$ cat src/rtl/ccb_pkg.sv
// Shared constants for the circular coverage bounds block.
package ccb_pkg;

	localparam int unsigned OUT_W      = 13;
	localparam int unsigned WORD_W     = 32;
	localparam int unsigned BIT_IDX_W  = 5;
	localparam int unsigned CFG_IDX_W  = 1;
	localparam int unsigned CFG_DATA_W = 5;

	typedef enum logic [CFG_IDX_W-1:0] {
		REG_IMAGE_BIT   = 1'b0,
		REG_WRAP_ENABLE = 1'b1
	} cfg_reg_t;

endpackage

$ cat src/rtl/ccb_column_if.sv
// Column word channel: one coverage word per column.
interface ccb_column_if import ccb_pkg::*; ();
	logic              valid;
	logic              ready;
	logic [WORD_W-1:0] column_word;
	logic              last_column;

	modport source (output valid, output column_word, output last_column, input ready);
	modport sink (input valid, input column_word, input last_column, output ready);
endinterface

$ cat src/rtl/ccb_bounds_if.sv
// Result channel: covering interval of one row.
interface ccb_bounds_if import ccb_pkg::*; ();
	logic             valid;
	logic             ready;
	logic             any_set;
	logic [OUT_W-1:0] lower_bound;
	logic [OUT_W-1:0] upper_bound;
	logic [OUT_W-1:0] gap_length;
	logic             too_long;

	modport source (output valid, output any_set, output lower_bound, output upper_bound,
		output gap_length, output too_long, input ready);
	modport sink (input valid, input any_set, input lower_bound, input upper_bound,
		input gap_length, input too_long, output ready);
endinterface

$ cat src/rtl/ccb_cfg_if.sv
// Configuration write channel: register index and write data.
interface ccb_cfg_if import ccb_pkg::*; ();
	logic                  valid;
	logic                  ready;
	logic [CFG_IDX_W-1:0]  index;
	logic [CFG_DATA_W-1:0] data;

	modport source (output valid, output index, output data, input ready);
	modport sink (input valid, input index, input data, output ready);
endinterface

$ cat src/rtl/circular_coverage_bounds_unit.sv
// Top level of the circular coverage bounds block.
//
// Columns of one row arrive on the columns channel, one word per column,
// with last_column marking the final column. Each word is tested at the
// configured image_bit. After the last column one word leaves on the
// bounds channel: the covering interval, the largest clear gap when
// wrap_enable is set, and the too_long flag when the row ran past
// MAX_WIDTH columns (extra columns are dropped, the marked last column
// still closes the row).
// Registers are written on the cfg channel (index 0 image_bit, index 1
// wrap_enable); the user must write them only while the block is idle,
// which the block itself does not enforce; cfg is always ready. One
// column per cycle, except that a last column waits while the snapshot
// stage is full. The last column passes the input register, then
// snapshot, gap select and output stages to the result word.
// Up to three results are held when bounds stalls; columns keep flowing
// until a fourth row end finds no room. Reset clears the row state, the
// pipeline valids and both registers.
module circular_coverage_bounds_unit import ccb_pkg::*; #(
	parameter int unsigned MAX_WIDTH = 8192
) (
	input  logic         clk,
	input  logic         arst_n,
	ccb_column_if.sink   columns,
	ccb_bounds_if.source bounds,
	ccb_cfg_if.sink      cfg
);

	localparam int unsigned CNT_W = $clog2(MAX_WIDTH + 1);

	logic [BIT_IDX_W-1:0] image_bit_q;
	logic                 wrap_enable_q;

	logic                 snap_valid;
	logic                 snap_ready;
	logic [CNT_W-1:0]     snap_width;
	logic                 snap_seen;
	logic [CNT_W-1:0]     snap_first;
	logic [CNT_W-1:0]     snap_last;
	logic [CNT_W-1:0]     snap_best_len;
	logic [CNT_W-1:0]     snap_best_start;
	logic [CNT_W-1:0]     snap_zrun;
	logic                 snap_ovf;

	assign cfg.ready = 1'b1;

	always_ff @(posedge clk or negedge arst_n) begin
		if (!arst_n) begin
			image_bit_q   <= '0;
			wrap_enable_q <= 1'b0;
		end else if (cfg.valid) begin
			case (cfg.index)
				REG_IMAGE_BIT:   image_bit_q   <= cfg.data[BIT_IDX_W-1:0];
				REG_WRAP_ENABLE: wrap_enable_q <= cfg.data[0];
				default: ;
			endcase
		end
	end

	ccb_row_tracker #(
		.MAX_WIDTH (MAX_WIDTH)
	) u_tracker (
		.clk             (clk),
		.arst_n          (arst_n),
		.image_bit       (image_bit_q),
		.col             (columns),
		.snap_valid      (snap_valid),
		.snap_ready      (snap_ready),
		.snap_width      (snap_width),
		.snap_seen       (snap_seen),
		.snap_first      (snap_first),
		.snap_last       (snap_last),
		.snap_best_len   (snap_best_len),
		.snap_best_start (snap_best_start),
		.snap_zrun       (snap_zrun),
		.snap_ovf        (snap_ovf)
	);

	ccb_finalize #(
		.MAX_WIDTH (MAX_WIDTH)
	) u_finalize (
		.clk             (clk),
		.arst_n          (arst_n),
		.wrap_enable     (wrap_enable_q),
		.snap_valid      (snap_valid),
		.snap_ready      (snap_ready),
		.snap_width      (snap_width),
		.snap_seen       (snap_seen),
		.snap_first      (snap_first),
		.snap_last       (snap_last),
		.snap_best_len   (snap_best_len),
		.snap_best_start (snap_best_start),
		.snap_zrun       (snap_zrun),
		.snap_ovf        (snap_ovf),
		.res             (bounds)
	);

endmodule

$ cat src/rtl/ccb_row_tracker.sv
// Per-row tracking of set columns and clear runs, with end-of-row snapshot.
module ccb_row_tracker import ccb_pkg::*; #(
	parameter int unsigned MAX_WIDTH = 8192,
	localparam int unsigned CNT_W    = $clog2(MAX_WIDTH + 1)
) (
	input  logic                 clk,
	input  logic                 arst_n,
	input  logic [BIT_IDX_W-1:0] image_bit,
	ccb_column_if.sink           col,
	output logic                 snap_valid,
	input  logic                 snap_ready,
	output logic [CNT_W-1:0]     snap_width,
	output logic                 snap_seen,
	output logic [CNT_W-1:0]     snap_first,
	output logic [CNT_W-1:0]     snap_last,
	output logic [CNT_W-1:0]     snap_best_len,
	output logic [CNT_W-1:0]     snap_best_start,
	output logic [CNT_W-1:0]     snap_zrun,
	output logic                 snap_ovf
);

	logic             valid_s1;
	logic             bit_s1;
	logic             last_s1;
	logic             valid_s2;

	logic [CNT_W-1:0] pos_q, first_q, last_q, best_len_q, best_start_q, zrun_q;
	logic             seen_q, ovf_q;

	logic [CNT_W-1:0] pos_n, first_n, last_n, best_len_n, best_start_n, zrun_n;
	logic             seen_n, ovf_n;

	logic             s2_free;
	logic             s1_go;
	logic             row_end;

	assign s2_free    = !valid_s2 || snap_ready;
	assign s1_go      = valid_s1 && (!last_s1 || s2_free);
	assign row_end    = s1_go && last_s1;
	assign col.ready  = !valid_s1 || s1_go;
	assign snap_valid = valid_s2;

	always_comb begin
		pos_n        = pos_q;
		seen_n       = seen_q;
		first_n      = first_q;
		last_n       = last_q;
		best_len_n   = best_len_q;
		best_start_n = best_start_q;
		zrun_n       = zrun_q;
		ovf_n        = ovf_q;
		if (pos_q == CNT_W'(MAX_WIDTH)) begin
			ovf_n = 1'b1;
		end else begin
			if (bit_s1) begin
				if (!seen_q) begin
					seen_n  = 1'b1;
					first_n = pos_q;
				end else if (zrun_q > best_len_q) begin
					best_len_n   = zrun_q;
					best_start_n = pos_q - zrun_q;
				end
				last_n = pos_q;
				zrun_n = '0;
			end else if (seen_q) begin
				zrun_n = zrun_q + 1'b1;
			end
			pos_n = pos_q + 1'b1;
		end
	end

	always_ff @(posedge clk or negedge arst_n) begin
		if (!arst_n) begin
			valid_s1 <= 1'b0;
			valid_s2 <= 1'b0;
		end else begin
			if (col.ready) begin
				valid_s1 <= col.valid;
			end
			if (s2_free) begin
				valid_s2 <= row_end;
			end
		end
	end

	always_ff @(posedge clk) begin
		if (col.ready) begin
			bit_s1  <= col.column_word[image_bit];
			last_s1 <= col.last_column;
		end
		if (s2_free && row_end) begin
			snap_width      <= pos_n;
			snap_seen       <= seen_n;
			snap_first      <= first_n;
			snap_last       <= last_n;
			snap_best_len   <= best_len_n;
			snap_best_start <= best_start_n;
			snap_zrun       <= zrun_n;
			snap_ovf        <= ovf_n;
		end
	end

	always_ff @(posedge clk or negedge arst_n) begin
		if (!arst_n) begin
			pos_q        <= '0;
			seen_q       <= 1'b0;
			first_q      <= '0;
			last_q       <= '0;
			best_len_q   <= '0;
			best_start_q <= '0;
			zrun_q       <= '0;
			ovf_q        <= 1'b0;
		end else if (s1_go) begin
			if (last_s1) begin
				pos_q        <= '0;
				seen_q       <= 1'b0;
				first_q      <= '0;
				last_q       <= '0;
				best_len_q   <= '0;
				best_start_q <= '0;
				zrun_q       <= '0;
				ovf_q        <= 1'b0;
			end else begin
				pos_q        <= pos_n;
				seen_q       <= seen_n;
				first_q      <= first_n;
				last_q       <= last_n;
				best_len_q   <= best_len_n;
				best_start_q <= best_start_n;
				zrun_q       <= zrun_n;
				ovf_q        <= ovf_n;
			end
		end
	end

endmodule

$ cat src/rtl/ccb_finalize.sv
// Gap selection and interval computation for one finished row.
module ccb_finalize import ccb_pkg::*; #(
	parameter int unsigned MAX_WIDTH = 8192,
	localparam int unsigned CNT_W    = $clog2(MAX_WIDTH + 1)
) (
	input  logic             clk,
	input  logic             arst_n,
	input  logic             wrap_enable,
	input  logic             snap_valid,
	output logic             snap_ready,
	input  logic [CNT_W-1:0] snap_width,
	input  logic             snap_seen,
	input  logic [CNT_W-1:0] snap_first,
	input  logic [CNT_W-1:0] snap_last,
	input  logic [CNT_W-1:0] snap_best_len,
	input  logic [CNT_W-1:0] snap_best_start,
	input  logic [CNT_W-1:0] snap_zrun,
	input  logic             snap_ovf,
	ccb_bounds_if.source     res
);

	logic             valid_s3;
	logic [CNT_W-1:0] width_s3, first_s3, last_s3, len_s3, start_s3;
	logic             any_s3, wrap_s3, ovf_s3;

	logic             valid_q;
	logic             out_free;
	logic             s3_free;

	logic [CNT_W:0]   wrap_len;
	logic             take_wrap;
	logic [CNT_W-1:0] last_plus;
	logic [CNT_W-1:0] len_sel, start_sel;

	logic [CNT_W:0]   sum;
	logic [CNT_W-1:0] lo_n, hi_n, gap_n;

	assign out_free   = !valid_q || res.ready;
	assign s3_free    = !valid_s3 || out_free;
	assign snap_ready = s3_free;
	assign res.valid  = valid_q;

	always_comb begin
		wrap_len  = {1'b0, snap_zrun} + {1'b0, snap_first};
		take_wrap = wrap_len > {1'b0, snap_best_len};
		last_plus = snap_last + 1'b1;
		if (take_wrap) begin
			len_sel   = wrap_len[CNT_W-1:0];
			start_sel = (last_plus >= snap_width) ? '0 : last_plus;
		end else begin
			len_sel   = snap_best_len;
			start_sel = snap_best_start;
		end
	end

	always_comb begin
		sum   = {1'b0, start_s3} + {1'b0, len_s3};
		lo_n  = '0;
		hi_n  = '0;
		gap_n = '0;
		if (any_s3) begin
			if (!wrap_s3) begin
				lo_n = first_s3;
				hi_n = last_s3;
			end else if (len_s3 == '0) begin
				hi_n = width_s3 - 1'b1;
			end else begin
				if (sum >= {1'b0, width_s3}) begin
					sum = sum - {1'b0, width_s3};
				end
				lo_n  = sum[CNT_W-1:0];
				hi_n  = (start_s3 == '0) ? (width_s3 - 1'b1) : (start_s3 - 1'b1);
				gap_n = len_s3;
			end
		end
	end

	always_ff @(posedge clk or negedge arst_n) begin
		if (!arst_n) begin
			valid_s3 <= 1'b0;
			valid_q  <= 1'b0;
		end else begin
			if (s3_free) begin
				valid_s3 <= snap_valid;
			end
			if (out_free) begin
				valid_q <= valid_s3;
			end
		end
	end

	always_ff @(posedge clk) begin
		if (s3_free && snap_valid) begin
			width_s3 <= snap_width;
			first_s3 <= snap_first;
			last_s3  <= snap_last;
			len_s3   <= len_sel;
			start_s3 <= start_sel;
			any_s3   <= snap_seen;
			wrap_s3  <= wrap_enable;
			ovf_s3   <= snap_ovf;
		end
		if (out_free && valid_s3) begin
			res.any_set     <= any_s3;
			res.lower_bound <= OUT_W'(lo_n);
			res.upper_bound <= OUT_W'(hi_n);
			res.gap_length  <= OUT_W'(gap_n);
			res.too_long    <= ovf_s3;
		end
	end

endmodule
$ cat src/flat_wrapper.sv
// flat-port wrapper written by rule: the top's interface ports become plain ports
module circular_coverage_bounds_unit_flat import ccb_pkg::*;
#(
	parameter int unsigned MAX_WIDTH = 8192
)
  (clk, arst_n, columns_valid, columns_column_word, columns_last_column, columns_ready, bounds_valid, bounds_any_set, bounds_lower_bound, bounds_upper_bound, bounds_gap_length, bounds_too_long, bounds_ready, cfg_valid, cfg_index, cfg_data, cfg_ready);
  ccb_column_if columns_i ();
  ccb_bounds_if bounds_i ();
  ccb_cfg_if cfg_i ();
  input  logic clk;
  input  logic arst_n;
  input wire logic [$bits(columns_i.valid)-1:0] columns_valid;
  input wire logic [$bits(columns_i.column_word)-1:0] columns_column_word;
  input wire logic [$bits(columns_i.last_column)-1:0] columns_last_column;
  output wire logic [$bits(columns_i.ready)-1:0] columns_ready;
  output wire logic [$bits(bounds_i.valid)-1:0] bounds_valid;
  output wire logic [$bits(bounds_i.any_set)-1:0] bounds_any_set;
  output wire logic [$bits(bounds_i.lower_bound)-1:0] bounds_lower_bound;
  output wire logic [$bits(bounds_i.upper_bound)-1:0] bounds_upper_bound;
  output wire logic [$bits(bounds_i.gap_length)-1:0] bounds_gap_length;
  output wire logic [$bits(bounds_i.too_long)-1:0] bounds_too_long;
  input wire logic [$bits(bounds_i.ready)-1:0] bounds_ready;
  input wire logic [$bits(cfg_i.valid)-1:0] cfg_valid;
  input wire logic [$bits(cfg_i.index)-1:0] cfg_index;
  input wire logic [$bits(cfg_i.data)-1:0] cfg_data;
  output wire logic [$bits(cfg_i.ready)-1:0] cfg_ready;
  assign columns_i.valid = columns_valid;
  assign columns_i.column_word = columns_column_word;
  assign columns_i.last_column = columns_last_column;
  assign columns_ready = columns_i.ready;
  assign bounds_valid = bounds_i.valid;
  assign bounds_any_set = bounds_i.any_set;
  assign bounds_lower_bound = bounds_i.lower_bound;
  assign bounds_upper_bound = bounds_i.upper_bound;
  assign bounds_gap_length = bounds_i.gap_length;
  assign bounds_too_long = bounds_i.too_long;
  assign bounds_i.ready = bounds_ready;
  assign cfg_i.valid = cfg_valid;
  assign cfg_i.index = cfg_index;
  assign cfg_i.data = cfg_data;
  assign cfg_ready = cfg_i.ready;
  circular_coverage_bounds_unit #(.MAX_WIDTH(MAX_WIDTH)) u_core (.clk(clk), .arst_n(arst_n), .columns(columns_i), .bounds(bounds_i), .cfg(cfg_i));
endmodule
$ cat config.mk
export PLATFORM = sky130hd
export DESIGN_NAME = circular_coverage_bounds_unit_flat
export DESIGN_NICKNAME = d
export VERILOG_FILES = /design/src/rtl/ccb_pkg.sv /design/src/rtl/ccb_column_if.sv /design/src/rtl/ccb_bounds_if.sv /design/src/rtl/ccb_cfg_if.sv /design/src/rtl/circular_coverage_bounds_unit.sv /design/src/rtl/ccb_row_tracker.sv /design/src/rtl/ccb_finalize.sv /design/src/flat_wrapper.sv
export SDC_FILE = /design/constraint.sdc
export NUM_CORES = 1
export LEC_CHECK = 0
export BUFFER_PORTS_ARGS = -buffer_cell sky130_fd_sc_hd__buf_2
export CORE_ASPECT_RATIO = 1.5
export CORE_MARGIN = 1.5
export CORE_UTILIZATION = 45
export CTS_CLUSTER_SIZE = 24
export DETAILED_ROUTE_END_ITERATION = 8
export PLACE_DENSITY = 0.7
export SKIP_CTS_REPAIR_TIMING = 1
export SKIP_LAST_GASP = 1
export SLEW_MARGIN = 20
export SYNTH_ARGS = -nofsm -noshare
export SYNTH_HDL_FRONTEND = slang
export SYNTH_SLANG_ARGS = --single-unit
$ cat constraint.sdc
create_clock -name clk -period 6.75 [get_ports clk]
set_input_delay 1.35 -clock clk [delete_from_list [all_inputs] [get_ports clk]]
set_output_delay 1.35 -clock clk [all_outputs]
set_load 0.01 [all_outputs]
Word-level counts from Yosys, hierarchy flattened
Cells that the tools add are included.

Word-level logic and storage cells: 114. Output and inout bits: 44. Memories kept: 0. Latch bits: 0. Bits of input ports: 44. ROM bits: 0. Register bits after elaboration: 296. Bits in writable memories: 0.

Div/mod/pow operators: 0. Equal/unequal tests: 1. Add/sub/neg operators: 9. Bitwise logic cells: 3. Multipliers: 0. Magnitude comparators: 5. Shift operators: 0. Reductions and logical operators: 20. Muxes and demuxes: 39.

Operators by type and width (number): 2-to-1 mux 14 bit (26); 2-to-1 mux 13 bit (6); adder 14 x 1 -> 14 bit, second input constant (3); adder 14 x 14 -> 15 bit (2); zero test 14 bit (2); subtractor 13 x 1 -> 13 bit, second input constant (2); greater-or-equal comparator 15 x 14 -> 1 bit (1); greater-than comparator 15 x 14 -> 1 bit (1); equality test 14 bit, second input constant (1); greater-or-equal comparator 14 bit (1); greater-than comparator 14 bit (1); subtractor 14 bit (1); subtractor 13 bit (1); < comparator 5 x 6 -> 1 bit, second input constant (1); 2-to-1 mux 1 bit (6); binary-select mux 1 bit (select 5 bit) (1); logical AND 1 bit (5); zero test 1 bit (5); logical OR 1 bit (5); AND reduction 2 bit (2); inverter 1 bit (3); OR reduction 3 bit (1).

Depth between registers and ports, before layout
Gate-level depths: netlist of run 1.

Word-level depth: 8. Depth in mapped cells: 18. Gate-level depth less buffers: 16.

Hierarchy
From an unflattened synthesis of run 1, not the netlist that was laid out.

Cell total of the unflattened synthesis: 1597. Area total of the unflattened synthesis: 17199.0 um^2.

Modules (own cells, without submodules): ccb_row_tracker (area an instance 9044.9 um^2, cells each 808, instances 1, seq. area each 4844.6 um^2); ccb_finalize (area an instance 7907.6 um^2, cells each 773, instances 1, seq. area each 3413.3 um^2); circular_coverage_bounds_unit (area an instance 246.5 um^2, cells each 16, instances 1, seq. area each 150.1 um^2).

Worst setup path before layout of run 1
No wires, ideal clock.

Path type: input port to flip-flop. From: input port bounds_ready. To: register u_core.u_tracker.snap_best_len[0] (enable). Setup time: 536 ps. Stages: 6. Path slack: 429 ps. Required time: 6214 ps. Data arrival time: 5785 ps. Cell sequence: nand2b_1 > nor2_1 > nand3_1 > nand2_1 > clkbuf_1 > nor2_1.

Longest elaborated chain between the ends: 7.

Ends and longest elaborated chain: from (decl) (line flat_wrapper.sv:22) `input wire logic [$bits(bounds_i.ready)-1:0] bounds_ready;`; logical OR 1 bit * (line ccb_finalize.sv:38) `assign out_free = !valid_q || res.ready;`; logical OR 1 bit * (line ccb_finalize.sv:39) `assign s3_free = !valid_s3 || out_free;`; logical OR 1 bit * (line ccb_row_tracker.sv:37) `assign s2_free = !valid_s2 || snap_ready;`; logical OR 1 bit (line ccb_row_tracker.sv:38) `assign s1_go = valid_s1 && (!last_s1 || s2_free);`; logical AND 1 bit (line ccb_row_tracker.sv:38); logical AND 1 bit (line ccb_row_tracker.sv:39) `assign row_end = s1_go && last_s1;`; logical AND 1 bit * (line ccb_row_tracker.sv:91) `if (s2_free && row_end) begin`; to (signal assigned) (line ccb_row_tracker.sv:96) `snap_best_len <= best_len_n;`; to (decl) (line ccb_row_tracker.sv:16) `output logic [CNT_W-1:0] snap_best_len,`.

Mark *: on every way between the ends. The rest lies on a longest branch, timed or not. A chain may end at the register's enable or synchronous reset.

Worst setup path after layout of run 1
From: register u_core.u_finalize.len_s3[0]. To: register u_core.u_finalize.res.lower_bound[8], data pin.

Longest elaborated chain between the ends: 5.

Ends and longest elaborated chain: from (decl) (line ccb_finalize.sv:23) `logic [CNT_W-1:0] width_s3, first_s3, last_s3, len_s3, start_s3;`; from (signal assigned) (line ccb_finalize.sv:97) `len_s3 <= len_sel;`; adder 14 x 14 -> 15 bit (line ccb_finalize.sv:57) `sum = {1'b0, start_s3} + {1'b0, len_s3};`; subtractor 13 bit / greater-or-equal comparator 15 x 14 -> 1 bit (equally long branches) (line ccb_finalize.sv:69, ccb_finalize.sv:68); 2-to-1 mux 13 bit (line ccb_finalize.sv:68) `if (sum >= {1'b0, width_s3}) begin`; 2-to-1 mux 13 bit * (line ccb_finalize.sv:65) `end else if (len_s3 == '0) begin`; 2-to-1 mux 13 bit * (line ccb_finalize.sv:62) `if (!wrap_s3) begin`; to (signal assigned) (line ccb_finalize.sv:105) `res.lower_bound <= OUT_W'(lo_n);`; to (decl) (line ccb_bounds_if.sv:11) `modport source (output valid, output any_set, output lower_bound, output upper_bound,`.

Marked as above.

==> impl_metrics.csv, run 1 <==
group,metric,value,unit
clock_network,cts_tree,"yes",
finish,multi_input_area,0.007787,mm2
clock_network,clk_latency,560,ps
placement,routabilityCongestion,0.9726,
detailed_routing,vias,12110,
pwr,switching_share,29.87,%
die,die_x,160.9,um
pwr,static-leakage-power,0.007443,uW
critical_path,end_kind,"flop",
yosys,synth_cells,1540,
yosys,syn-num-nets,1691,
placement,dp_cells,2053,
critical_path,path_max_fanout,14,
critical_path,crit_path_start,"u_core.u_finalize.len_s3[0]",
die,die_y,239.9,um
yosys,yosys_warnings,0,
min_path,min-delay-start,"u_core.u_finalize.ovf_s3",
global_routing,antenna_found_initial,0,
die,row_count,86,
run,maxCapViolCount,0,
detailed_routing,antenna_left,0,
die,fp.coreArea,0.03680,mm2
critical_path,r2r_start,"u_core.u_finalize.len_s3[0]",
yosys,yosys_register_bits,296,
clock_network,cts_buffers,29,
detailed_routing,drt-initial-drc-count,827,
global_routing,grt.overflow.total,0,
yosys,yosysUniqueCellTypes,81,
clock_network,cts_buffer_depth,3,
global_routing,grt_usage,21.71,%
finish,regArea,0.008408,mm2
critical_path,cp_common_cell,"o21ai_0",
timing,max_freq,220.5,MHz
yosys,netlist_area,0.01684,mm2
clock_network,cts_root_buf,"clkbuf_16",
placement,portBuffers,86,
finish,filler_cell_count,3279,
global_routing,grt_pass1_wl,64890,um
placement,dpl.hpwl,32150,um
critical_path,crit_required,7040,ps
timing,period_minus_slack,4534,ps
timing,hold_slack,417.0,ps
yosys,yosysSeqAreaShare,49.94,%
pwr,seq_power_share,44.5,%
timing,hold_viol,0,
yosys,synth_edf_count,200,
critical_path,critical-path-max-stage-delay,630,ps
die,pin_count,88,
critical_path,cp-start-kind,"flop",
finish,antenna_cells,0,
global_routing,grt_max_degree,84,
critical_path,critical_path_class,"reg2reg",
clock_network,clk_pin_slew,60,ps
timing,period_share,67.18,%
finish,drive_gt1_share,14.05,%
yosys,synth_ff_type,"edfxtp_1",
timing,rsz0062_at_grt,"false",
timing,final.setup.tns,0,ps
yosys,async_flop_share,32.43,%
pwr,p_int,3546,uW
detailed_routing,dr.pass1.iters,5,
pwr,p_sw,1511,uW
die,start_util,45.75,%
critical_path,critPathArrivalTime,4820,ps
pwr,comb_power_share,22.3,%
critical_path,cp_slowest_cell,"nor2_2",
finish,nNetsFinal,1751,
die,dieArea,0.03861,mm2
outcome,status,"finished, final reports clean",
detailed_routing,wl_per_cell,20.12,um
detailed_routing,drcViolationCount,0,
pwr,peakVddDrop,0.1704,mV
pwr,powerDensity,271.0,mW/mm2
timing,final-max-slew-violation-count,0,
pwr,clock_power_share,33.2,%
timing,slew_headroom,29.96,%
timing,worst_pin_slew,1044,ps
yosys,synth_area_leaders,"edfxtp_1, dfrtp_1, ha_1, nand2_1, o21ai_0",
finish,final_cells,2107,
finish,area.growth.synth_to_final,10.83,%
global_routing,grt_pass1_vias,11880,
timing,finalClockSkew,11.53,ps
detailed_routing,drt-vias-per-instance,5.747,
clock_network,htreeDepth,1,
clock_network,cts_sinks,296,
yosys,syn_avg_cell_area,10.93,um2
min_path,min_path_type,"reg2reg",
critical_path,crit_chain,"ha_1, inv_1, fa_1, nor2b_1, o31a_1, o21ai_0, o21ai_0, xnor2_1, ha_1, and4_1, a21oi_1, and3_1, a21oi_1, nor2_2, mux2i_1, o21ai_0",
yosys,synth.top_cell.area_share,35.67,%
detailed_routing,wirelength,42380,um
yosys,yosys.area.top_type,"edfxtp_1",
timing,setup_viol,0,
[cells in the mapped netlist (19+ instances only)]
| master | n |
|---|---|
| edfxtp_1 | 200 |
| nand2_1 | 174 |
| o21ai_0 | 116 |
| ha_1 | 103 |
| dfrtp_1 | 96 |
| inv_1 | 93 |
| nor2_1 | 72 |
| xnor2_1 | 62 |
| a21oi_1 | 50 |
| nand3_1 | 50 |
| mux2_2 | 40 |
| clkbuf_1 | 33 |
| xor2_1 | 33 |
| nor2b_1 | 25 |
| o211ai_1 | 25 |
| a22o_1 | 23 |
| nand2b_1 | 23 |
| buf_2 | 22 |
| and3_1 | 21 |
| mux2i_1 | 19 |
[layout make-up]
cell class / count / area share [%]
flip-flops and latches: 296 / 45.06
multi-input cells: 1083 / 41.73
clock buffers: 41 / 4.466
well taps: 484 / 3.245
repair buffers: 97 / 2.763
inverters: 93 / 1.871
clock inverters: 13 / 0.8650
[routing by layer]
| metal | GRT usage, % | share of wire (%) | up-vias |
|---|---|---|---|
| li1 | - | - | 5753 |
| met1 | 24.45 | 38 | 5897 |
| met2 | 39.35 | 52 | 336 |
| met3 | 2.277 | 3.7 | 123 |
| met4 | 13.33 | 5.8 | 0 |
| met5 | 0 | 0 | - |
[state kept, by name (all words and copies together) (netlist names), 14 cells and up]
name / count
u_core.u_finalize.len_s3: 14
u_core.u_finalize.start_s3: 14
u_core.u_finalize.width_s3: 14
u_core.u_tracker.best_len_q: 14
u_core.u_tracker.best_start_q: 14
u_core.u_tracker.first_q: 14
u_core.u_tracker.last_q: 14
u_core.u_tracker.pos_q: 14
u_core.u_tracker.snap_best_len: 14
u_core.u_tracker.snap_best_start: 14
u_core.u_tracker.snap_first: 14
u_core.u_tracker.snap_last: 14
u_core.u_tracker.snap_width: 14
u_core.u_tracker.snap_zrun: 14
u_core.u_tracker.zrun_q: 14
[metrics by stage]
step           instance area (um2)  worst slack (ps)  power, uW  util [%]
2_1_floorplan                16840             429.1       3076         -
3_3_place_gp                 17650              2341       3372     47.95
3_5_place_dp                 17650              2268       3395     47.95
4_1_cts                      18640              2253       5073     50.65
5_1_grt                      18660              1954       5273     50.71
6_report                     18660              2216       5057     50.71
[path summary, 6_finish.rpt]
| path | depth (start not counted) | slack (ps) | endpoint |
|---|---|---|---|
| worst min-delay path | 0 | 420 | u_core.u_finalize.res.too_long |
| worst min register to register | 0 | 420 | u_core.u_finalize.res.too_long |
| worst max register to register | 16 | 2220 | u_core.u_finalize.res.lower_bound[8] |
| max in group asynchronous | 2 | 4740 | u_core.u_tracker.best_len_q[10] |
| worst max-delay path | 16 | 2220 | u_core.u_finalize.res.lower_bound[8] |
| min in group asynchronous | 1 | 720 | u_core.u_finalize.res.valid |
[power by group through the flow]
stage,Combinational (uW),Sequential (uW),Clock (uW)
after floorplan,829,2250,0
after global placement,1090,2280,0
after detailed placement,1110,2290,0
after CTS,1110,2250,1710
after global routing,1230,2270,1770
final,1130,2250,1680
[worst max-delay path: cells and delay by family (launching register included)]
| kind | cells | cell delay, ps |
|---|---|---|
| AND/OR/NAND/NOR | 4 | 1250 |
| AO/OA/AOI/OAI | 6 | 1050 |
| adder cells (fa/ha/maj) | 3 | 930 |
| flip-flops | 1 | 440 |
| multiplexers | 1 | 360 |
| XOR/XNOR | 1 | 170 |
| buffers and inverters | 1 | 60 |
[kinds of logic (layout without fill, tap and decap cells)]
family,after synthesis,in the layout,synth area share [%]
and+or+nand+nor,448,448,13.47
adders and majority gates,107,107,8.130
DFF,296,296,49.94
xor gates and xnor gates,95,95,4.942
muxes,69,69,5.142
other,1,1,0.02227
buffers and inverters,161,244,4.154
AOI/OAI and AO/OA,363,363,14.20
[placed cells by master (no fill, tap or decap), drive strengths merged, types with 40 or more instances in the layout]
master / n
a21oi: 51
buf: 97
clkbuf: 41
dfrtp: 96
edfxtp: 200
ha: 103
inv: 95
mux2: 40
nand2: 174
nand3: 50
nor2: 74
o21ai: 133
xnor2: 62
(Power assumes the default switching activity.)
==> inputs of run 2 (changes only) <==
- ABC_AREA: not set -> 1
- clock period: 6.75 -> 4.4 ns (I/O delays scaled with it)
==> impl_metrics.csv, run 2 <==
group,metric,value,unit
global_routing,grt_pass1_vias,14180,
outcome,status,"finished, final reports clean",
detailed_routing,drt-vias-per-instance,5.349,
global_routing,use_met1,25.17,%
die,dieArea,0.04109,mm2
finish,filler_cell_count,3722,
die,row_count,89,
critical_path,endpoint,"u_core.u_finalize.res.lower_bound[9]",
die,start_util,45.62,%
finish,antenna_cells,0,
finish,layout_commonest_cell,"nand2_1",
die,die_y,247.5,um
timing,slew_headroom,25.90,%
timing,rsz0062_at_grt,"false",
yosys,synth_ff_type,"edfxtp_1",
finish,fin_util,50.10,%
placement,dp_cells,2696,
min_path,min_path_type,"in2async",
yosys,synth_edf_count,200,
critical_path,end_kind,"flop",
finish,nNetsFinal,2378,
critical_path,critPathArrivalTime,4360,ps
yosys,async_flop_share,32.43,%
timing,period_minus_slack,3941,ps
finish,fin_area,0.01969,mm2
finish,area.growth.synth_to_final,9.802,%
clock_network,htreeDepth,1,
yosys,yosysMostFrequentCell,"nand2_1",
timing,max_freq,253.7,MHz
yosys,yosys.area.top_type,"edfxtp_1",
timing,hold_viol,0,
finish,drive_gt1_share,8.533,%
critical_path,cp-start-kind,"flop",
critical_path,crit_path_start,"u_core.u_finalize.len_s3[0]",
global_routing,grt_max_degree,87,
detailed_routing,wirelength,49080,um
detailed_routing,antenna_left,0,
global_routing,top_usage_layer,"met2",
global_routing,grt_pass1_wl,75780,um
pwr,powerDensity,527.6,mW/mm2
yosys,synthTopCellsByCount,"nand2_1, inv_1, edfxtp_1, nand3_1, nor2_1",
global_routing,met2_usage,45.16,%
critical_path,r2r_end,"u_core.u_finalize.res.lower_bound[9]",
clock_network,cts_buffer_depth,3,
clock_network,clk_pin_slew,80,ps
clock_network,cts_tree,"yes",
die,fp.coreArea,0.03931,mm2
timing,finalClockSkew,18.38,ps
finish,multi_input_area,0.007951,mm2
timing,final-max-slew-violation-count,0,
yosys,yosysSeqAreaShare,46.88,%
critical_path,crit_required,4820,ps
critical_path,path_max_fanout,14,
yosys,syn_avg_cell_area,8.322,um2
placement,routabilityCongestion,0.9514,
placement,portBuffers,86,
critical_path,r2r_start,"u_core.u_finalize.len_s3[0]",
pwr,static-leakage-power,0.009595,uW
placement,dpl.hpwl,38220,um
global_routing,grt_usage,23.59,%
finish,regArea,0.008408,mm2
clock_network,clk_latency,580,ps
placement,placed_cell_area,0.01875,mm2
yosys,synth.top_cell.area_share,33.49,%
detailed_routing,wl_per_cell,17.85,um
timing,final.setup.tns,0,ps
die,die_x,166,um
yosys,yosysUniqueCellTypes,47,
finish,layout_common_cells,"nand2_1, inv_1, edfxtp_1",
clock_network,cts_root_buf,"clkbuf_16",
critical_path,ff2ff_setup_slack,460,ps
yosys,synth_area_leaders,"edfxtp_1, dfrtp_1, nand2_1, ha_1, inv_1",
critical_path,ff2ff_path_depth,17,
clock_network,cts_buffers,29,
yosys,yosys_warnings,0,
global_routing,grt.overflow.total,0,
detailed_routing,drcViolationCount,0,
yosys,netlist_area,0.01793,mm2
run,maxCapViolCount,0,
timing,period_share,89.57,%
detailed_routing,vias,14710,
detailed_routing,drt-initial-drc-count,1331,
global_routing,grtUsageMet3,1.786,%
yosys,synth_cells,2155,
timing,setup_viol,0,
clock_network,cts_sinks,296,
yosys,syn-num-nets,2306,
pwr,peakVddDrop,0.2881,mV
global_routing,antenna_found_initial,0,
finish,final_cells,2750,
detailed_routing,dr.pass1.iters,7,
yosys,yosys_register_bits,296,
critical_path,critical_path_class,"reg2reg",
timing,worst_pin_slew,1111,ps
die,pin_count,88,
-- run 2: cell families (layout without fill, tap and decap cells) --
kind of cell | after synthesis | in the layout | share of synthesized area, %
flip-flops | 296 | 296 | 46.88
adder cells (fa/ha/maj) | 107 | 107 | 7.632
AND/OR/NAND/NOR | 1031 | 1031 | 25.10
AO/OA/AOI/OAI | 257 | 257 | 7.883
XOR/XNOR | 74 | 74 | 3.614
other | 1 | 1 | 0.02091
buffers and inverters | 389 | 484 | 8.867
-- run 2: stage by stage --
stage | setup slack, ps | total power, uW | hold WS [ps]
6_report | 458.7 | 10390 | 389.8
5_1_grt | 168.9 | 11050 | 430.9
4_1_cts | 503.5 | 10410 | 416.0
3_5_place_dp | 525.6 | 7907 | 411.7
3_3_place_gp | 601.3 | 7829 | 406.1
2_1_floorplan | 791.0 | 6782 | 400.3
-- run 2: power breakdown --
group	switching, uW	internal [uW]	total (uW)
clock network	1110	1380	2490
registers	284	3510	3790
logic	2760	1340	4100
total	4160	6230	10400
-- run 2: worst min-delay path by stage --
stage	start	end	cells after the start
floorplan	u_core.u_tracker.snap_seen	u_core.u_finalize.any_s3	0
global route	u_core.u_tracker.snap_seen	u_core.u_finalize.any_s3	0
detailed placement	u_core.u_tracker.snap_seen	u_core.u_finalize.any_s3	0
global placement	u_core.u_finalize.ovf_s3	u_core.u_finalize.res.too_long	0
CTS	arst_n	u_core.image_bit_q[1]	1
finish	arst_n	u_core.image_bit_q[1]	1
-- run 2: metal layers --
layer / wire, um / vias up
met4: 3112 / 0
li1: - / 7221
met5: 0 / -
met1: 18100 / 6868
met3: 1728 / 155
met2: 26130 / 465
-- run 2: area by class of cell --
| class | count | area share, % |
|---|---|---|
| tap | 500 | 3.177 |
| clock inverter | 12 | 0.6036 |
| timing repair buffer | 96 | 2.580 |
| clock buffer | 42 | 4.193 |
| multi-input combinational | 1470 | 40.38 |
| inverter | 334 | 6.373 |
| sequential | 296 | 42.70 |
-- run 2: worst max-delay path, stage by stage (launching register included) --
cell and delay [ps]:
edfxtp_1 390, ha_1 220, inv_1 70, fa_1 400, inv_1 90, nand3_1 60, nand2_1 110, xor2_1 370
ha_1 360, a21oi_1 230, nor2_1 80, o21ai_1 160, nand3_1 140, nand2_1 410, nand2_2 270, nand2_1 130
nand3_1 70, a21oi_1 190
==> inputs of run 3 (changes only) <==
- CORE_ASPECT_RATIO: 1.5 -> 1.2
- CORE_UTILIZATION: 45 -> 60
- PLACE_DENSITY: 0.7 -> 0.86
==> impl_metrics.csv, run 3 (synthesis gave the netlist of run 2 again) <==
group,metric,value,unit
outcome,status,"finished with violations",
outcome,violations,"design-rule violations",
finish,fin_area,0.01964,mm2
pwr,static-leakage-power,0.009638,uW
timing,max_freq,257.4,MHz
finish,multi_input_area,0.007955,mm2
critical_path,r2r_start,"u_core.u_finalize.start_s3[0]",
pwr,p_sw,4125,uW
finish,nNetsFinal,2380,
placement,dpl.hpwl,35020,um
detailed_routing,drt-initial-drc-count,1643,
timing,final.setup.tns,0,ps
critical_path,path_max_fanout,14,
critical_path,end_kind,"flop",
global_routing,grt_usage,30.40,%
timing,final-max-slew-violation-count,0,
detailed_routing,vias,15170,
clock_network,clk_pin_slew,70,ps
timing,period_minus_slack,3886,ps
global_routing,antenna_found_initial,0,
detailed_routing,wirelength,47520,um
finish,layout_commonest_cell,"nand2_1",
die,fp.coreArea,0.02953,mm2
pwr,seq_power_share,36.1,%
placement,placed_cell_area,0.01863,mm2
clock_network,cts_sinks,296,
critical_path,ff2ff_setup_slack,510,ps
critical_path,cp_slowest_cell,"edfxtp_1",
timing,slew_headroom,38.63,%
clock_network,cts_buffer_depth,3,
critical_path,crit_path_start,"u_core.u_finalize.start_s3[0]",
timing,period_share,88.31,%
pwr,powerDensity,534.0,mW/mm2
clock_network,cts_tree,"yes",
run,maxCapViolCount,0,
die,die_x,160.8,um
critical_path,critical_path_class,"reg2reg",
clock_network,clk_latency,560,ps
detailed_routing,drcViolationCount,1,
critical_path,critical-path-max-stage-delay,420,ps
timing,hold_viol,0,
timing,setup_ws,514.5,ps
global_routing,grt_pass1_wl,73510,um
pwr,switching_share,39.33,%
critical_path,crit_family,"simple AND/OR/NAND/NOR gates",
finish,antenna_cells,0,
detailed_routing,drt-vias-per-instance,5.742,
finish,layout_common_cells,"nand2_1, inv_1, edfxtp_1",
critical_path,cp-start-kind,"flop",
critical_path,crit_chain,"ha_1, inv_1, fa_1, inv_1, nand3_1, nand2_1, xor2_1, ha_1, a21oi_1, nor2_1, o21ai_1, nand3_1, nand2_1, nand2_2, nand2_1, nand3_1, a21oi_1",
detailed_routing,antenna_left,0,
pwr,peakVddDrop,0.4578,mV
global_routing,grt_pass1_vias,14220,
global_routing,grt_max_degree,81,
critical_path,critPathArrivalTime,4270,ps
finish,area.growth.synth_to_final,9.509,%
critical_path,r2r_end,"u_core.u_finalize.res.lower_bound[1]",
detailed_routing,dr.pass1.iters,9,
placement,post-place-ws,532.9,ps
critical_path,crit_required,4790,ps
die,row_count,69,
detailed_routing,wl_per_cell,17.99,um
timing,worst_pin_slew,920.5,ps
finish,regArea,0.008408,mm2
pwr,total_power,10490,uW
placement,routabilityCongestion,0.9603,
pwr,comb_power_share,39.2,%
pwr,clock_power_share,24.6,%
critical_path,endpoint,"u_core.u_finalize.res.lower_bound[1]",
die,start_util,60.74,%
timing,rsz0062_at_grt,"false",
die,die_y,192.4,um
die,dieArea,0.03094,mm2
critical_path,path_buf_inv,2,
timing,finalClockSkew,20.67,ps
timing,setup_viol,0,
critical_path,ff2ff_path_depth,17,
min_path,min_path_type,"in2async",
clock_network,cts_buffers,29,
clock_network,cts_root_buf,"clkbuf_16",
critical_path,crit_cells,17,
finish,filler_cell_count,2268,
pwr,p_int,6363,uW
clock_network,htreeDepth,1,
placement,portBuffers,86,
die,pin_count,88,
finish,drive_gt1_share,8.796,%
global_routing,grt.overflow.total,0,
## run 3: changes by cell type in the layout (fill, tap and decap cells not counted), moves of 2 or more
cell       previous run  this run
clkbuf_1              9         5
buf_12                0         2
bufinv_16             1         4
clkinv_2              5         7
## run 3: metrics by stage
stage / hold slack [ps] / cells / util [%]
after global routing: 423.4 / 2641 / 66.52
after floorplan: 400.3 / 2155 / -
after global placement: 408.0 / 2587 / 63.09
after CTS: 447.1 / 2640 / 66.43
final: 372.0 / 2641 / 66.52
after detailed placement: 422.1 / 2587 / 63.09
## run 3: how the worst min path moves through the flow
stage                                           from                              to  slack, ps  cells past startpoint
after floorplan           u_core.u_tracker.snap_seen        u_core.u_finalize.any_s3        400                      0
after global placement      u_core.u_finalize.ovf_s3  u_core.u_finalize.res.too_long        410                      0
after detailed placement   u_core.u_tracker.snap_ovf        u_core.u_finalize.ovf_s3        420                      0
after CTS                  u_core.u_tracker.snap_ovf        u_core.u_finalize.ovf_s3        450                      0
after global routing                          arst_n       u_core.u_tracker.pos_q[6]        420                      1
final                                         arst_n       u_core.u_tracker.pos_q[6]        370                      1
## run 3: layout make-up
| cell class | count | area share, % |
|---|---|---|
| sequential | 296 | 42.81 |
| multi-input combinational | 1470 | 40.50 |
| inverter | 334 | 6.383 |
| clock buffer | 37 | 4.001 |
| timing repair buffer | 98 | 2.809 |
| tap | 390 | 2.485 |
| clock inverter | 16 | 1.007 |
## run 3: power by group through the flow
stage	clock [uW]	combinational (uW)	sequential, uW
after floorplan	0	3040	3740
after global placement	0	3940	3810
after detailed placement	0	4000	3830
after CTS	2590	4050	3780
after global routing	2700	4600	3820
final	2580	4120	3790
## run 3: layer usage
layer	vias up	share of wire (%)	global-route usage, %
met3	159	7.2	3.138
met1	7015	38	36.70
met4	0	4.9	14.85
li1	7223	-	-
met5	-	0	0
met2	768	50	54.55
